==> config.mk <==
export PLATFORM = sky130hd
export DESIGN_NAME = mfs_csr
export DESIGN_NICKNAME = d
export VERILOG_FILES = /design/src/sv/mfs_pkg.sv /design/src/sv/mfs_csr.sv
export SDC_FILE = /design/constraint.sdc
export NUM_CORES = 1
export LEC_CHECK = 0
export ABC_AREA = 1
export ABC_CLOCK_PERIOD_IN_PS = 800
export BUFFER_PORTS_ARGS = -buffer_cell sky130_fd_sc_hd__buf_2
export CAP_MARGIN = 10
export CORE_MARGIN = 2
export CORE_UTILIZATION = 38
export CTS_CLUSTER_DIAMETER = 100
export DETAILED_ROUTE_END_ITERATION = 7
export PLACE_DENSITY = 0.86
export REMOVE_ABC_BUFFERS = 1
export SYNTH_ARGS = -nofsm -noshare
export SYNTH_HDL_FRONTEND = slang
export SYNTH_SLANG_ARGS = --single-unit
==> constraint.sdc <==
create_clock -name clock -period 0.8 [get_ports clock]
set_clock_uncertainty 0.05 [all_clocks]
set_input_delay 0.08 -clock clock [delete_from_list [all_inputs] [get_ports clock]]
set_output_delay 0.08 -clock clock [all_outputs]
set_load 0.01 [all_outputs]
==> src/sv/mfs_pkg.sv <==
package mfs_pkg;

   // Item kinds on the request channel
   localparam logic [1:0] FUNC_HIDDEN_WT = 2'd0;
   localparam logic [1:0] FUNC_OUTPUT_WT = 2'd1;
   localparam logic [1:0] FUNC_INPUT     = 2'd2;

   // Register indexes (byte address / 4)
   localparam logic [1:0] REG_INPUT_COUNT  = 2'd0;
   localparam logic [1:0] REG_HIDDEN_COUNT = 2'd1;
   localparam logic [1:0] REG_OUTPUT_COUNT = 2'd2;

   // Reset values of the count registers
   localparam logic [6:0] INPUT_COUNT_RST  = 7'd64;
   localparam logic [6:0] HIDDEN_COUNT_RST = 7'd64;
   localparam logic [4:0] OUTPUT_COUNT_RST = 5'd10;

   // Most classes reported in one run
   localparam int OutCap = 16;

   // Sigmoid at 0, 0.5, ..., 8.0 in Q0.16
   function automatic logic [16:0] sig_tab(input logic [4:0] idx);
      logic [16:0] v;
      case (idx)
         5'd0:    v = 17'd32768;
         5'd1:    v = 17'd40793;
         5'd2:    v = 17'd47911;
         5'd3:    v = 17'd53581;
         5'd4:    v = 17'd57724;
         5'd5:    v = 17'd60565;
         5'd6:    v = 17'd62428;
         5'd7:    v = 17'd63615;
         5'd8:    v = 17'd64357;
         5'd9:    v = 17'd64816;
         5'd10:   v = 17'd65097;
         5'd11:   v = 17'd65269;
         5'd12:   v = 17'd65374;
         5'd13:   v = 17'd65437;
         5'd14:   v = 17'd65476;
         5'd15:   v = 17'd65500;
         default: v = 17'd65514;
      endcase
      return v;
   endfunction

   // e^(k/16) in Q2.16
   function automatic logic [17:0] exp_tab(input logic [4:0] idx);
      logic [17:0] v;
      case (idx)
         5'd0:    v = 18'd65536;
         5'd1:    v = 18'd69763;
         5'd2:    v = 18'd74262;
         5'd3:    v = 18'd79052;
         5'd4:    v = 18'd84150;
         5'd5:    v = 18'd89577;
         5'd6:    v = 18'd95354;
         5'd7:    v = 18'd101504;
         5'd8:    v = 18'd108051;
         5'd9:    v = 18'd115019;
         5'd10:   v = 18'd122437;
         5'd11:   v = 18'd130334;
         5'd12:   v = 18'd138740;
         5'd13:   v = 18'd147688;
         5'd14:   v = 18'd157213;
         5'd15:   v = 18'd167352;
         default: v = 18'd178145;
      endcase
      return v;
   endfunction

   // Commands from the sequencer to the datapath
   typedef struct packed {
      logic       load_wr;    // store the accepted request item
      logic       mac_issue;  // read one weight/operand pair
      logic       mac_first;  // first pair of a neuron: restart the sum
      logic       layer_out;  // output layer operands
      logic [5:0] row;
      logic [5:0] col;
      logic       hid_wr;     // write hidden activation at row
      logic       exp_wr;     // write exp value at cls, add to total
      logic       tot_clr;
      logic       div_load;
      logic       div_step;
      logic [3:0] cls;
   } dp_cmd_type;

endpackage

==> src/sv/mfs_csr.sv <==
module mfs_csr (
   input  logic        clock,
   input  logic        reset,
   input  logic        csr_psel,
   input  logic        csr_penable,
   input  logic        csr_pwrite,
   input  logic [3:0]  csr_paddr,
   input  logic [31:0] csr_pwdata,
   output logic [31:0] csr_prdata,
   output logic        csr_pready,
   output logic [6:0]  input_count,
   output logic [6:0]  hidden_count,
   output logic [4:0]  output_count
);

   logic [6:0] in_cnt_ff, hid_cnt_ff;
   logic [4:0] out_cnt_ff;
   logic       wr_en;

   assign csr_pready = 1'b1;
   assign wr_en      = csr_psel & csr_penable & csr_pwrite;

   always_ff @(posedge clock) begin
      if (reset) begin
         in_cnt_ff  <= mfs_pkg::INPUT_COUNT_RST;
         hid_cnt_ff <= mfs_pkg::HIDDEN_COUNT_RST;
         out_cnt_ff <= mfs_pkg::OUTPUT_COUNT_RST;
      end else if (wr_en) begin
         case (csr_paddr[3:2])
            mfs_pkg::REG_INPUT_COUNT:  in_cnt_ff  <= csr_pwdata[6:0];
            mfs_pkg::REG_HIDDEN_COUNT: hid_cnt_ff <= csr_pwdata[6:0];
            mfs_pkg::REG_OUTPUT_COUNT: out_cnt_ff <= csr_pwdata[4:0];
            default: ;
         endcase
      end
   end

   always_comb begin
      case (csr_paddr[3:2])
         mfs_pkg::REG_INPUT_COUNT:  csr_prdata = {25'd0, in_cnt_ff};
         mfs_pkg::REG_HIDDEN_COUNT: csr_prdata = {25'd0, hid_cnt_ff};
         mfs_pkg::REG_OUTPUT_COUNT: csr_prdata = {27'd0, out_cnt_ff};
         default:                   csr_prdata = 32'd0;
      endcase
   end

   assign input_count  = in_cnt_ff;
   assign hidden_count = hid_cnt_ff;
   assign output_count = out_cnt_ff;

endmodule

======== Yosys cells after proc, flatten, opt, wreduce, memory -nomap -nowiden ========
Cells that the tools add are included.
word-level totals
  memories kept ........................... 0
  bits in latches ......................... 0
  bits in read-only memories .............. 0
  bits in registers ....................... 19
  logic and storage cells ................. 12
  RAM bits ................................ 0
cells by class
  reductions and logical operators ........ 4
  add/subtract/negate cells ............... 0
  muxes and demuxes ....................... 1
  bitwise operators ....................... 2
  div/mod/pow operators ................... 0
  magnitude comparators ................... 0
  equality and inequality tests ........... 2
  shift operators ......................... 0
  $mul .................................... 0
operator list
  operator                                              number
  one-hot mux 7 bit (3 select lines)                    1
  AND reduction 2 bit                                   3
  AND 1 bit                                             2
  equality test 2 x 1 -> 1 bit (second input constant)  1
  equality test 2 bit (second input constant)           1
  logical NOT 2 bit                                     1

======== Longest topological paths before layout ========
  word-level depth ........................ 3
  mapped depth ............................ 6
  gate-level depth less buffers ........... 5

======== Worst setup path after synthesis ========
No wires, ideal clock.
  path type ............................... in2reg
  start point ............................. input csr_paddr[3]
  end point ............................... register in_cnt_ff[3] (netlist: input_count[3])
  arrival time ............................ 598 ps
  buffers on the path ..................... 1
  slack ................................... 39 ps
  data required time ...................... 637 ps
  stages on the path ...................... 5
  library setup time ...................... 113 ps
  path through ............................ nor2_1 -> buf_4 -> nand3_1 -> nand2_1 -> nor2_1
on the way
  word-level cells in the longest chain between the ends .. 2
ends and longest elaborated chain
  what                                  RTL line       source
  from (decl)                           mfs_csr.sv:7   input logic [3:0] csr_paddr,
  logical NOT 2 bit                     mfs_csr.sv:29  case (csr_paddr[3:2])
  AND reduction 2 bit (no source line)  n/a
  to (signal assigned)                  mfs_csr.sv:25  in_cnt_ff <= mfs_pkg::INPUT_COUNT_RST;
  to (signal assigned)                  mfs_csr.sv:30  mfs_pkg::REG_INPUT_COUNT: in_cnt_ff <= csr_pwdata[6:0];
  to (decl)                             mfs_csr.sv:16  logic [6:0] in_cnt_ff, hid_cnt_ff;
No other way between the ends.
A chain may end at the register's enable or synchronous reset.

======== Worst setup path in the final report ========
  start point ............................. register in_cnt_ff[5] (netlist: input_count[5])
  end point ............................... output csr_prdata[5]
on the way
  word-level cells in the longest chain between the ends .. 1
ends and longest elaborated chain
  what                                RTL line       source
  one-hot mux 7 bit (3 select lines)  mfs_csr.sv:39  case (csr_paddr[3:2])
  to (decl)                           mfs_csr.sv:9   output logic [31:0] csr_prdata,
No other way between the ends.

==> reports/results.ini <==
[die]
io_pins=93
num_rows=19
dieHeight_um=58.7
die_w_um=58.7
core_area_sq_mm=0.00281
start_util_pct=40.6
die-area_sq_mm=0.00345

[drt]
firstDrtPassIters=5
vias_per_cell=4.43
vias=1130
post_drt_wl_per_cell_um=11.0
drc=4
wl_um=2800
drtAntennaViolNets=0
drt_iter0_markers=30

[place]
dp.cells=240
postPlaceCellArea_sq_mm=0.00134
place.gp.congestion=0.728
dp_slack_ps=-181
portBuffers=39
post-dp-hpwl_um=1870

[status]
violations=design-rule violations, negative setup slack
status=complete, but fails checks

[clocking]
cts_buffer_depth=2
cts_tree=built
cts_buffers=3
cts_sinks=19
clk_pin_slew_ps=110
clockRootBuffer=clkbuf_4
clock_latency_ps=300
cts_max_level=1

[setup_path]
critPathMaxFanout=2
worstSetupEndpointType=output port
r2r-start=hidden_count[0]
cp_num_buf_inv=1
r2r_end=hidden_count[0]
slowest_delay_ps=330
cp.arrival_ps=980
worstSetupStartpointType=flip-flop
ff2ff_setup_slack_ps=-10
crit_required_ps=670
crit_slowest_cell=dfxtp_2
cp_cell_sequence=a22o_1 > buf_2
cp_top_family=flip-flops
worstSetupPathType=flip-flop to output port
reg2reg_depth=4

[global_route]
grt_pass1_wl_um=4200
grt_max_degree=20
first_global_vias=936
overflow=0
antenna_found_initial=0
grt.total_usage_pct=16.4

[min_path]
whs_path_depth=5
holdPathEnd=input_count[5]
hp-start=csr_pwdata[5]
hold_class=input port to flip-flop

[cells_and_area]
fillers=271
final_common_cell=nand2_1
mostFrequentLayoutCells=37 x nand2_1, 30 x nor2_1, 28 x buf_6, 26 x conb_1, 23 x nand3_1
antenna_cells=0
final_nets=266
fin_area_sq_mm=0.00166
area_growth_syn_to_layout_pct=45.9
final_core_util_pct=59.2
final_cells=255
drive_above_1_share_pct=41.5

[yosys]
yosysSeqAreaShare_pct=33.4
synthesis.area_sq_mm=0.00114
avgSynthCellArea_sq_um=6.78
ys.warnings.count=0
ys_ff_latch=19
postSynthCellCount=168
ys_types=15

[sta]
finalCritPeriodShare_pct=139
max_freq_mhz=902
finalCriticalPeriod_ps=1110
post-route-worst-setup-slack_ps=-308
report.final.slew_viol_count=0
final-hold-violation-count=0
setup_violations=27
grt_setup_unrepaired=yes

[power]
power_mw=1.93
peakVddDrop_mv=0.934
power_density_mw_per_mm2=1160
p_leak_nw=0.827

[job]
drv_cap=0

==> what timing repair did <==
item,4_1_cts,5_1_grt
endpoints found under the hold margin,4,0
setup buffers,3,6
gates resized for setup,43,15
hold buffers,3,0
endpoints found under the setup margin,26,29
pin swaps,6,7
==> flip-flops by register name, indices dropped and copies added, names as in the netlist <==
register      count
hidden_count      7
output_count      5
input_count       7
==> worst max path at each step <==
stage | cells after the start | end | slack [ps] | start
after floorplan | 2 | csr_prdata[5] | -130 | csr_paddr[3]
after global placement | 6 | input_count[3] | -160 | csr_paddr[3]
after detailed placement | 6 | input_count[0] | -180 | csr_paddr[3]
after CTS | 2 | csr_prdata[5] | -310 | hidden_count[5]
after global routing | 2 | csr_prdata[6] | -350 | input_count[6]
final | 2 | csr_prdata[5] | -310 | input_count[5]
==> stage by stage <==
step	TNS [ps]	hold WS (ps)
final	-4720	54.6
after global routing	-5910	81.6
after CTS	-4420	49.4
after detailed placement	-3840	270
after global placement	-3240	260
after floorplan	-1380	156
==> final cells by class <==
cell class,count,area (sq um),area share [%]
Multi-Input combinational cell,133,614,37.0
Timing Repair Buffer,58,541,32.5
Sequential cell,19,404,24.3
Tap cell,31,38.8,2.33
Inverter,10,37.5,2.26
Clock buffer,4,26.3,1.58
==> routing by layer <==
layer	up-vias	share of wire, %	global-route usage [%]
li1	582	-	-
met1	502	41	17.9
met2	41	51	29.5
met3	5	6.1	5.05
met4	0	1.2	5.84
met5	-	0	0
==> tightest hold or removal path, delay by kind of cell <==
family / cells / cell delay (ps)
AND/OR/NAND/NOR: 3 / 190
buffers and inverters: 2 / 110
==> where the power goes <==
| part | total, mW | internal (mW) | switching [mW] | leakage, nW |
|---|---|---|---|---|
| Combinational | 0.436 | 0.187 | 0.249 | 0.653 |
| Sequential | 0.989 | 0.970 | 0.0186 | 0.159 |
| Clock | 0.505 | 0.195 | 0.310 | 0.0150 |
| Total | 1.93 | 1.35 | 0.577 | 0.827 |
==> kinds of logic after synthesis <==
| kind of cell | synth area share (%) |
|---|---|
| AOI/OAI and AO/OA | 2.42 |
| DFF | 33.4 |
| other | 0.660 |
| and+or+nand+nor | 40.4 |
| buffers and inverters | 23.1 |
==> cells in the mapped netlist <==
cell,count,area (sq um)
nand2_1,41,154
nor2_1,32,120
buf_4,28,210
nand3_1,24,120
dfxtp_1,19,380
inv_1,8,30.0
nor2_4,5,56.3
a22o_1,2,17.5
conb_1,2,7.51
o21ai_0,2,10.0
buf_6,1,11.3
clkbuf_1,1,3.75
clkinv_1,1,3.75
inv_2,1,3.75
nand3_2,1,10.0
No activity file was read; power rests on OpenSTA's default activity.
