File: config.mk
export PLATFORM = sky130hd
export DESIGN_NAME = mfs_ctrl
export DESIGN_NICKNAME = d
export VERILOG_FILES = /design/src/sv/mfs_pkg.sv /design/src/sv/mfs_ctrl.sv
export SDC_FILE = /design/constraint.sdc
export NUM_CORES = 1
export LEC_CHECK = 0
export BUFFER_PORTS_ARGS = -buffer_cell sky130_fd_sc_hd__clkbuf_2
export CAP_MARGIN = 40
export CORE_MARGIN = 2
export CORE_UTILIZATION = 45
export CTS_CLUSTER_DIAMETER = 40
export DETAILED_ROUTE_END_ITERATION = 16
export GPL_TIMING_DRIVEN = 1
export HOLD_SLACK_MARGIN = 0.03
export PLACE_DENSITY = 0.77
export SLEW_MARGIN = 20
export SYNTH_ARGS = -nofsm -noshare
export SYNTH_HDL_FRONTEND = slang
export SYNTH_SLANG_ARGS = --single-unit
File: constraint.sdc
create_clock -name clock -period 3.05 [get_ports clock]
set_clock_uncertainty 0.05 [all_clocks]
set_input_delay 0.61 -clock clock [delete_from_list [all_inputs] [get_ports clock]]
set_output_delay 0.61 -clock clock [all_outputs]
set_load 0.03 [all_outputs]
File: src/sv/mfs_pkg.sv
package mfs_pkg;

   // Item kinds on the request channel
   localparam logic [1:0] FUNC_HIDDEN_WT = 2'd0;
   localparam logic [1:0] FUNC_OUTPUT_WT = 2'd1;
   localparam logic [1:0] FUNC_INPUT     = 2'd2;

   // Register indexes (byte address / 4)
   localparam logic [1:0] REG_INPUT_COUNT  = 2'd0;
   localparam logic [1:0] REG_HIDDEN_COUNT = 2'd1;
   localparam logic [1:0] REG_OUTPUT_COUNT = 2'd2;

   // Reset values of the count registers
   localparam logic [6:0] INPUT_COUNT_RST  = 7'd64;
   localparam logic [6:0] HIDDEN_COUNT_RST = 7'd64;
   localparam logic [4:0] OUTPUT_COUNT_RST = 5'd10;

   // Most classes reported in one run
   localparam int OutCap = 16;

   // Sigmoid at 0, 0.5, ..., 8.0 in Q0.16
   function automatic logic [16:0] sig_tab(input logic [4:0] idx);
      logic [16:0] v;
      case (idx)
         5'd0:    v = 17'd32768;
         5'd1:    v = 17'd40793;
         5'd2:    v = 17'd47911;
         5'd3:    v = 17'd53581;
         5'd4:    v = 17'd57724;
         5'd5:    v = 17'd60565;
         5'd6:    v = 17'd62428;
         5'd7:    v = 17'd63615;
         5'd8:    v = 17'd64357;
         5'd9:    v = 17'd64816;
         5'd10:   v = 17'd65097;
         5'd11:   v = 17'd65269;
         5'd12:   v = 17'd65374;
         5'd13:   v = 17'd65437;
         5'd14:   v = 17'd65476;
         5'd15:   v = 17'd65500;
         default: v = 17'd65514;
      endcase
      return v;
   endfunction

   // e^(k/16) in Q2.16
   function automatic logic [17:0] exp_tab(input logic [4:0] idx);
      logic [17:0] v;
      case (idx)
         5'd0:    v = 18'd65536;
         5'd1:    v = 18'd69763;
         5'd2:    v = 18'd74262;
         5'd3:    v = 18'd79052;
         5'd4:    v = 18'd84150;
         5'd5:    v = 18'd89577;
         5'd6:    v = 18'd95354;
         5'd7:    v = 18'd101504;
         5'd8:    v = 18'd108051;
         5'd9:    v = 18'd115019;
         5'd10:   v = 18'd122437;
         5'd11:   v = 18'd130334;
         5'd12:   v = 18'd138740;
         5'd13:   v = 18'd147688;
         5'd14:   v = 18'd157213;
         5'd15:   v = 18'd167352;
         default: v = 18'd178145;
      endcase
      return v;
   endfunction

   // Commands from the sequencer to the datapath
   typedef struct packed {
      logic       load_wr;    // store the accepted request item
      logic       mac_issue;  // read one weight/operand pair
      logic       mac_first;  // first pair of a neuron: restart the sum
      logic       layer_out;  // output layer operands
      logic [5:0] row;
      logic [5:0] col;
      logic       hid_wr;     // write hidden activation at row
      logic       exp_wr;     // write exp value at cls, add to total
      logic       tot_clr;
      logic       div_load;
      logic       div_step;
      logic [3:0] cls;
   } dp_cmd_type;

endpackage

File: src/sv/mfs_ctrl.sv
module mfs_ctrl #(
   parameter int MAX_INPUTS  = 64,
   parameter int MAX_HIDDEN  = 64,
   parameter int MAX_OUTPUTS = 16
) (
   input  logic                clock,
   input  logic                reset,
   input  logic                req_tvalid,
   input  logic [1:0]          req_func,
   input  logic                req_tlast,
   output logic                req_tready,
   output logic                rsp_tvalid,
   input  logic                rsp_tready,
   output logic                rsp_tlast,
   output logic [3:0]          rsp_class,
   input  logic [6:0]          input_count,
   input  logic [6:0]          hidden_count,
   input  logic [4:0]          output_count,
   output mfs_pkg::dp_cmd_type cmd
);

   localparam int NiCap = (MAX_INPUTS < 64) ? MAX_INPUTS : 64;
   localparam int NhCap = (MAX_HIDDEN < 64) ? MAX_HIDDEN : 64;
   localparam int NoCap = (MAX_OUTPUTS < mfs_pkg::OutCap) ? MAX_OUTPUTS : mfs_pkg::OutCap;

   localparam logic [4:0] HidWrAt = 5'd5;
   localparam logic [4:0] ExpWrAt = 5'd6;
   localparam logic [4:0] DivEnd  = 5'd17;

   typedef enum logic [2:0] {
      IDLE, HMAC, HACT, OMAC, OACT, DIV, RESP
   } state_type;

   state_type  state_ff;
   logic [5:0] i_ff, j_ff;
   logic [3:0] k_ff;
   logic [4:0] cnt_ff;
   logic [6:0] ni_ff, nh_ff;
   logic [4:0] no_ff;
   logic       vld_ff, last_ff;
   logic [3:0] cls_ff;
   logic       accept, start;
   logic       i_last_in, i_last_hid, j_last, k_last;

   assign req_tready = (state_ff == IDLE);
   assign accept     = req_tvalid & req_tready;
   assign start      = accept && (req_func == mfs_pkg::FUNC_INPUT) && req_tlast;
   assign i_last_in  = ({1'b0, i_ff} == ni_ff - 7'd1);
   assign i_last_hid = ({1'b0, i_ff} == nh_ff - 7'd1);
   assign j_last     = ({1'b0, j_ff} == nh_ff - 7'd1);
   assign k_last     = ({1'b0, k_ff} == no_ff - 5'd1);

   always_comb begin
      cmd           = '0;
      cmd.load_wr   = accept;
      cmd.tot_clr   = start;
      cmd.cls       = k_ff;
      case (state_ff)
         HMAC: begin
            cmd.mac_issue = 1'b1;
            cmd.mac_first = (i_ff == 6'd0);
            cmd.row       = j_ff;
            cmd.col       = i_ff;
         end
         HACT: begin
            cmd.row    = j_ff;
            cmd.hid_wr = (cnt_ff == HidWrAt);
         end
         OMAC: begin
            cmd.mac_issue = 1'b1;
            cmd.mac_first = (i_ff == 6'd0);
            cmd.layer_out = 1'b1;
            cmd.row       = {2'b00, k_ff};
            cmd.col       = i_ff;
         end
         OACT: cmd.exp_wr = (cnt_ff == ExpWrAt);
         DIV: begin
            cmd.div_load = (cnt_ff == 5'd0);
            cmd.div_step = (cnt_ff != 5'd0);
         end
         default: ;
      endcase
   end

   always_ff @(posedge clock) begin
      if (reset) begin
         state_ff <= IDLE;
         vld_ff   <= 1'b0;
         i_ff     <= '0;
         j_ff     <= '0;
         k_ff     <= '0;
         cnt_ff   <= '0;
         ni_ff    <= 7'd1;
         nh_ff    <= 7'd1;
         no_ff    <= 5'd1;
         last_ff  <= 1'b0;
         cls_ff   <= '0;
      end else begin
         case (state_ff)
            IDLE: begin
               if (start) begin
                  // Latch effective counts for the whole run
                  ni_ff <= (input_count == 7'd0) ? 7'd1 :
                           (int'(input_count) > NiCap) ? 7'(NiCap) : input_count;
                  nh_ff <= (hidden_count == 7'd0) ? 7'd1 :
                           (int'(hidden_count) > NhCap) ? 7'(NhCap) : hidden_count;
                  no_ff <= (output_count == 5'd0) ? 5'd1 :
                           (int'(output_count) > NoCap) ? 5'(NoCap) : output_count;
                  i_ff     <= '0;
                  j_ff     <= '0;
                  state_ff <= HMAC;
               end
            end
            HMAC: begin
               if (i_last_in) begin
                  cnt_ff   <= '0;
                  state_ff <= HACT;
               end else begin
                  i_ff <= i_ff + 6'd1;
               end
            end
            HACT: begin
               cnt_ff <= cnt_ff + 5'd1;
               if (cnt_ff == HidWrAt) begin
                  i_ff <= '0;
                  if (j_last) begin
                     k_ff     <= '0;
                     state_ff <= OMAC;
                  end else begin
                     j_ff     <= j_ff + 6'd1;
                     state_ff <= HMAC;
                  end
               end
            end
            OMAC: begin
               if (i_last_hid) begin
                  cnt_ff   <= '0;
                  state_ff <= OACT;
               end else begin
                  i_ff <= i_ff + 6'd1;
               end
            end
            OACT: begin
               if (cnt_ff == ExpWrAt) begin
                  i_ff   <= '0;
                  cnt_ff <= '0;
                  if (k_last) begin
                     k_ff     <= '0;
                     state_ff <= DIV;
                  end else begin
                     k_ff     <= k_ff + 4'd1;
                     state_ff <= OMAC;
                  end
               end else begin
                  cnt_ff <= cnt_ff + 5'd1;
               end
            end
            DIV: begin
               cnt_ff <= cnt_ff + 5'd1;
               if (cnt_ff == DivEnd) begin
                  vld_ff   <= 1'b1;
                  last_ff  <= k_last;
                  cls_ff   <= k_ff;
                  state_ff <= RESP;
               end
            end
            RESP: begin
               if (rsp_tready) begin
                  vld_ff <= 1'b0;
                  cnt_ff <= '0;
                  if (last_ff) begin
                     state_ff <= IDLE;
                  end else begin
                     k_ff     <= k_ff + 4'd1;
                     state_ff <= DIV;
                  end
               end
            end
            default: state_ff <= IDLE;
         endcase
      end
   end

   assign rsp_tvalid = vld_ff;
   assign rsp_tlast  = last_ff;
   assign rsp_class  = cls_ff;

endmodule

* Word level (Yosys, flattened, before mapping) *
Cells that the tools add are included.

cells by class
  $lt $le $gt $ge = 3
  $add $sub $neg = 7
  reductions and logical operators = 25
  bitwise gates (word level) = 1
  multiplexer cells = 48
  eq/ne operators = 26

operators by type and width
  cell                                                                 count
  6-bit two-way mux                                                    8
  5-bit two-way mux                                                    6
  6-bit case mux with 5 select lines                                   1
  7-bit two-way mux                                                    4
  3-bit two-way mux                                                    9
  5-bit case mux with 5 select lines                                   1
  4-bit two-way mux                                                    6
  6-bit case mux with 2 select lines                                   2
  2-bit != test (second input constant)                                11
  6-bit by 7-bit == test with 1-bit output                             3
  3-bit case mux with 7 select lines                                   1
  5-bit nonzero test                                                   3
  7-bit greater-than comparator (second input constant)                2
  7-bit logical NOT                                                    2
  7-bit by 1-bit subtractor with 7-bit output (second input constant)  2
  6-bit by 1-bit adder with 6-bit output (second input constant)       2
  4-bit case mux with 3 select lines                                   1
  6-bit AND reduction                                                  2
  5-bit by 3-bit == test with 1-bit output (second input constant)     2
  5-bit logical NOT                                                    2
  3-bit == test (second input constant)                                3
  4-bit AND reduction                                                  2
  7-bit AND reduction                                                  1
  3-bit by 2-bit == test with 1-bit output (second input constant)     2
  21 further kinds                                                     32

storage, ports and cells
  word-level logic and storage cells = 121
  register bits after elaboration = 49
  input bits = 26
  output and inout bits = 32

* Longest topological paths before layout *
  word-level depth = 6
  gate-level depth with buffers = 11

* Worst setup path before layout *
OpenSTA, ideal clock, no wires.

  path kind = flip-flop to output port
  start point = reg state_ff[0]
  end point = out cmd[10] (netlist name)
  path buffers = 1
  required time = 2.390 ns
  cell stages (with the launch flop) = 6
  slack = 0.648 ns
  arrival time = 1.742 ns
  cells stage by stage = dfxtp_1 -> buf_2 -> inv_1 -> nor2_1 -> inv_1 -> nor2_1

RTL lines
  what                      line             source
  start: declaration        mfs_ctrl.sv:34   state_type state_ff;
  start signal: assignment  mfs_ctrl.sv:87   state_ff <= IDLE;
  start signal: assignment  mfs_ctrl.sv:111  state_ff <= HMAC;
  start signal: assignment  mfs_ctrl.sv:117  state_ff <= HACT;
  end: declaration          mfs_ctrl.sv:19   output mfs_pkg::dp_cmd_type cmd

==> results.cfg <==
[outcome]
outcome = completed

[timing]
finalCritPeriodShare = 0.9184
setup_viol = 0
max_clock_freq_mhz = 357.0
relSlewSlack = 0.4845
drv_slew = 0
layout_min_cycle_time_ns = 2.801
setup_ws_ns = 0.2489
setup_tns_ns = 0
hold_viol_final = 0
worstMarginPinSlew_ns = 0.7722
rsz0062_at_grt = false

[logic_synthesis]
ys_ff_latch = 49
syn_nets = 465
synthTopCellsByArea = dfxtp_1, xnor2_1, a21oi_1, nor2_1, nand2_1
synth_area_leader_cell = dfxtp_1
post_synth_inst_count = 428
ys_seq_area_frac = 0.2877
synth_edf_count = 0
synth.distinct_cells = 72
syn_area_per_cell_um2 = 7.966
async_flop_share = 0
yosysTopAreaCellShare = 0.2877
synth_warnings = 0
netlist_area_mm2 = 0.003410
synthFlopType = dfxtp_1

[worst_setup_path]
arrival_ns = 2.14
crit_path_max_fanout = 24
r2r_slack_ns = 0.52
crit_slowest_cell = dfxtp_1
crit_start = state_ff[2]
crit_family = flip-flops
critPathKind = reg2out
path_cells = nand2b_1 -> nor3_1 -> clkbuf_2
reg2regPathDepth = 9
r2r-start = ni_ff[0]
crit_path_max_incr_delay_ns = 0.83
crit_path_start_kind = flip-flop
crit_required_ns = 2.39
path_buf_inv = 1
end_kind = output pin
r2r-end = state_ff[1]

[place]
dp_slack_ns = 0.5615
dp_cells = 558
portBuffers = 57
dp_hpwl_um = 6537
gp_congestion = 1.017

[global_routing]
grt_pass1_vias = 2996
antenna_found_initial = 0
overflow = 0
grt_use_total = 0.2097
grt_first_pass_wirelength_um = 14460
grt_start_max_net_pins = 30

[clocking]
root_buffer = clkbuf_8
post_cts_buffers = 0
postCtsHoldBufs = 0
cts_buffers = 5
cts_sinks = 49
insertion_delay_ns = 0.30
htree_levels = 2
cts_resized = 0
tritoncts = built
clockBufferDepth = 2
path_clk_slew_ns = 0.10

[route]
drc = 0
ant_nets = 0
firstDrtPassIters = 4
drt_iter0_markers = 217
vias_per_cell = 5.701
wl_um = 8573
vias = 3227
routedWlPerCell_um = 15.15

[floorplanning]
start_util = 0.4676
die_h_um = 91.05
dieArea_mm2 = 0.008289
core_mm2 = 0.007292
die_w_um = 91.05
fp-row-count = 31
ios = 58

[hold_path]
whs_path_depth = 2
hp-class = reg2reg
holdPathEnd = no_ff[1]
hold_start = no_ff[1]

[job]
max-cap-violations = 0

[finish]
diodes = 0
most-common-layout-cells = clkbuf_2, dfxtp_1, nor2_1, nand2_1, a21oi_1
layout_commonest_cell = clkbuf_2
stdcell_count = 566
nets = 503
area_growth_pct = 11.93
finish.utilization = 0.5233
drive_gt1_frac = 0.1799

[power]
power_mw = 1.336
p_leak_nw = 1.448
power_density_mw_per_mm2 = 350.0
ir_drop_v = 0.0001922
-- power by group --
part	leakage, nW	switching, mW	internal, mW
sequential	0.395	0.0134	0.647
clock	0.0585	0.222	0.268
combinational	0.995	0.110	0.0766
-- sequential cells by signal, indices dropped and copies added (netlist names), 4 cells and up --
signal	flops
j_ff	6
rsp_class	4
i_ff	6
k_ff	4
ni_ff	7
nh_ff	7
cnt_ff	5
no_ff	5
-- logic make-up (layout without fill, tap and decap cells) --
group / count (synthesis) / count (layout) / share of synthesized area
buf+inv: 54 / 93 / 0.07229
simple gates: 170 / 170 / 0.2657
mux: 13 / 13 / 0.03890
compound gates: 94 / 94 / 0.1952
flops: 49 / 49 / 0.2877
fa+ha+maj: 12 / 12 / 0.04330
xor+xnor: 36 / 36 / 0.09688
-- synth_stat cells, types with 3 or more instances --
cell and count:
a211oi_1 7, a21oi_1 34, a311oi_1 5, a31oi_1 5
and2_1 4, and3_1 6, buf_4 3, clkbuf_1 20
dfxtp_1 49, ha_1 11, inv_1 21, mux2i_1 11
nand2_1 40, nand2b_1 6, nand3_1 11, nand3b_1 17
nand4_1 3, nor2_1 42, nor3_1 20, nor3b_1 3
o21ai_0 9, o22ai_1 3, o31ai_1 7, o32ai_1 3
xnor2_1 27, xor2_1 8
-- worst min-delay path, stage by stage, from the launching register on --
cell,delay (ns)
dfxtp_1,0.33
nand2_1,0.05
a21oi_1,0.05
-- worst max path at each step --
stage / end / slack (ns) / cells past startpoint
final: cmd[7] / 0.25 / 3
after global routing: cmd[7] / 0.14 / 3
after CTS: cmd[7] / 0.31 / 3
after detailed placement: i_ff[4] / 0.56 / 9
after global placement: j_ff[5] / 0.63 / 9
after floorplan: cmd[10] / 0.65 / 5
-- final cells by class --
class | instances | area, um2
clock buffers | 7 | 86.33
clock inverters | 1 | 30.03
fillers | 736 | 3476
inverters | 22 | 82.58
multi-input cells | 325 | 2182
flip-flops and latches | 49 | 980.9
well taps | 99 | 123.9
repair buffers | 63 | 330.3
-- layer usage --
| metal | track usage | wire length (um) |
|---|---|---|
| met1 | 0.2765 | 3878 |
| met2 | 0.3457 | 4107 |
| met3 | 0.03734 | 475 |
| met4 | 0.07071 | 111 |
| met5 | 0 | 0 |
-- metrics by stage --
stage | hold slack (ns) | area [um2]
floorplan | 0.3950 | 3410
detailed placement | 0.4134 | 3700
global placement | 0.4095 | 3700
CTS | 0.4261 | 3816
global route | 0.4576 | 3816
finish | 0.4197 | 3816
Power figures use the tool's default switching activity.
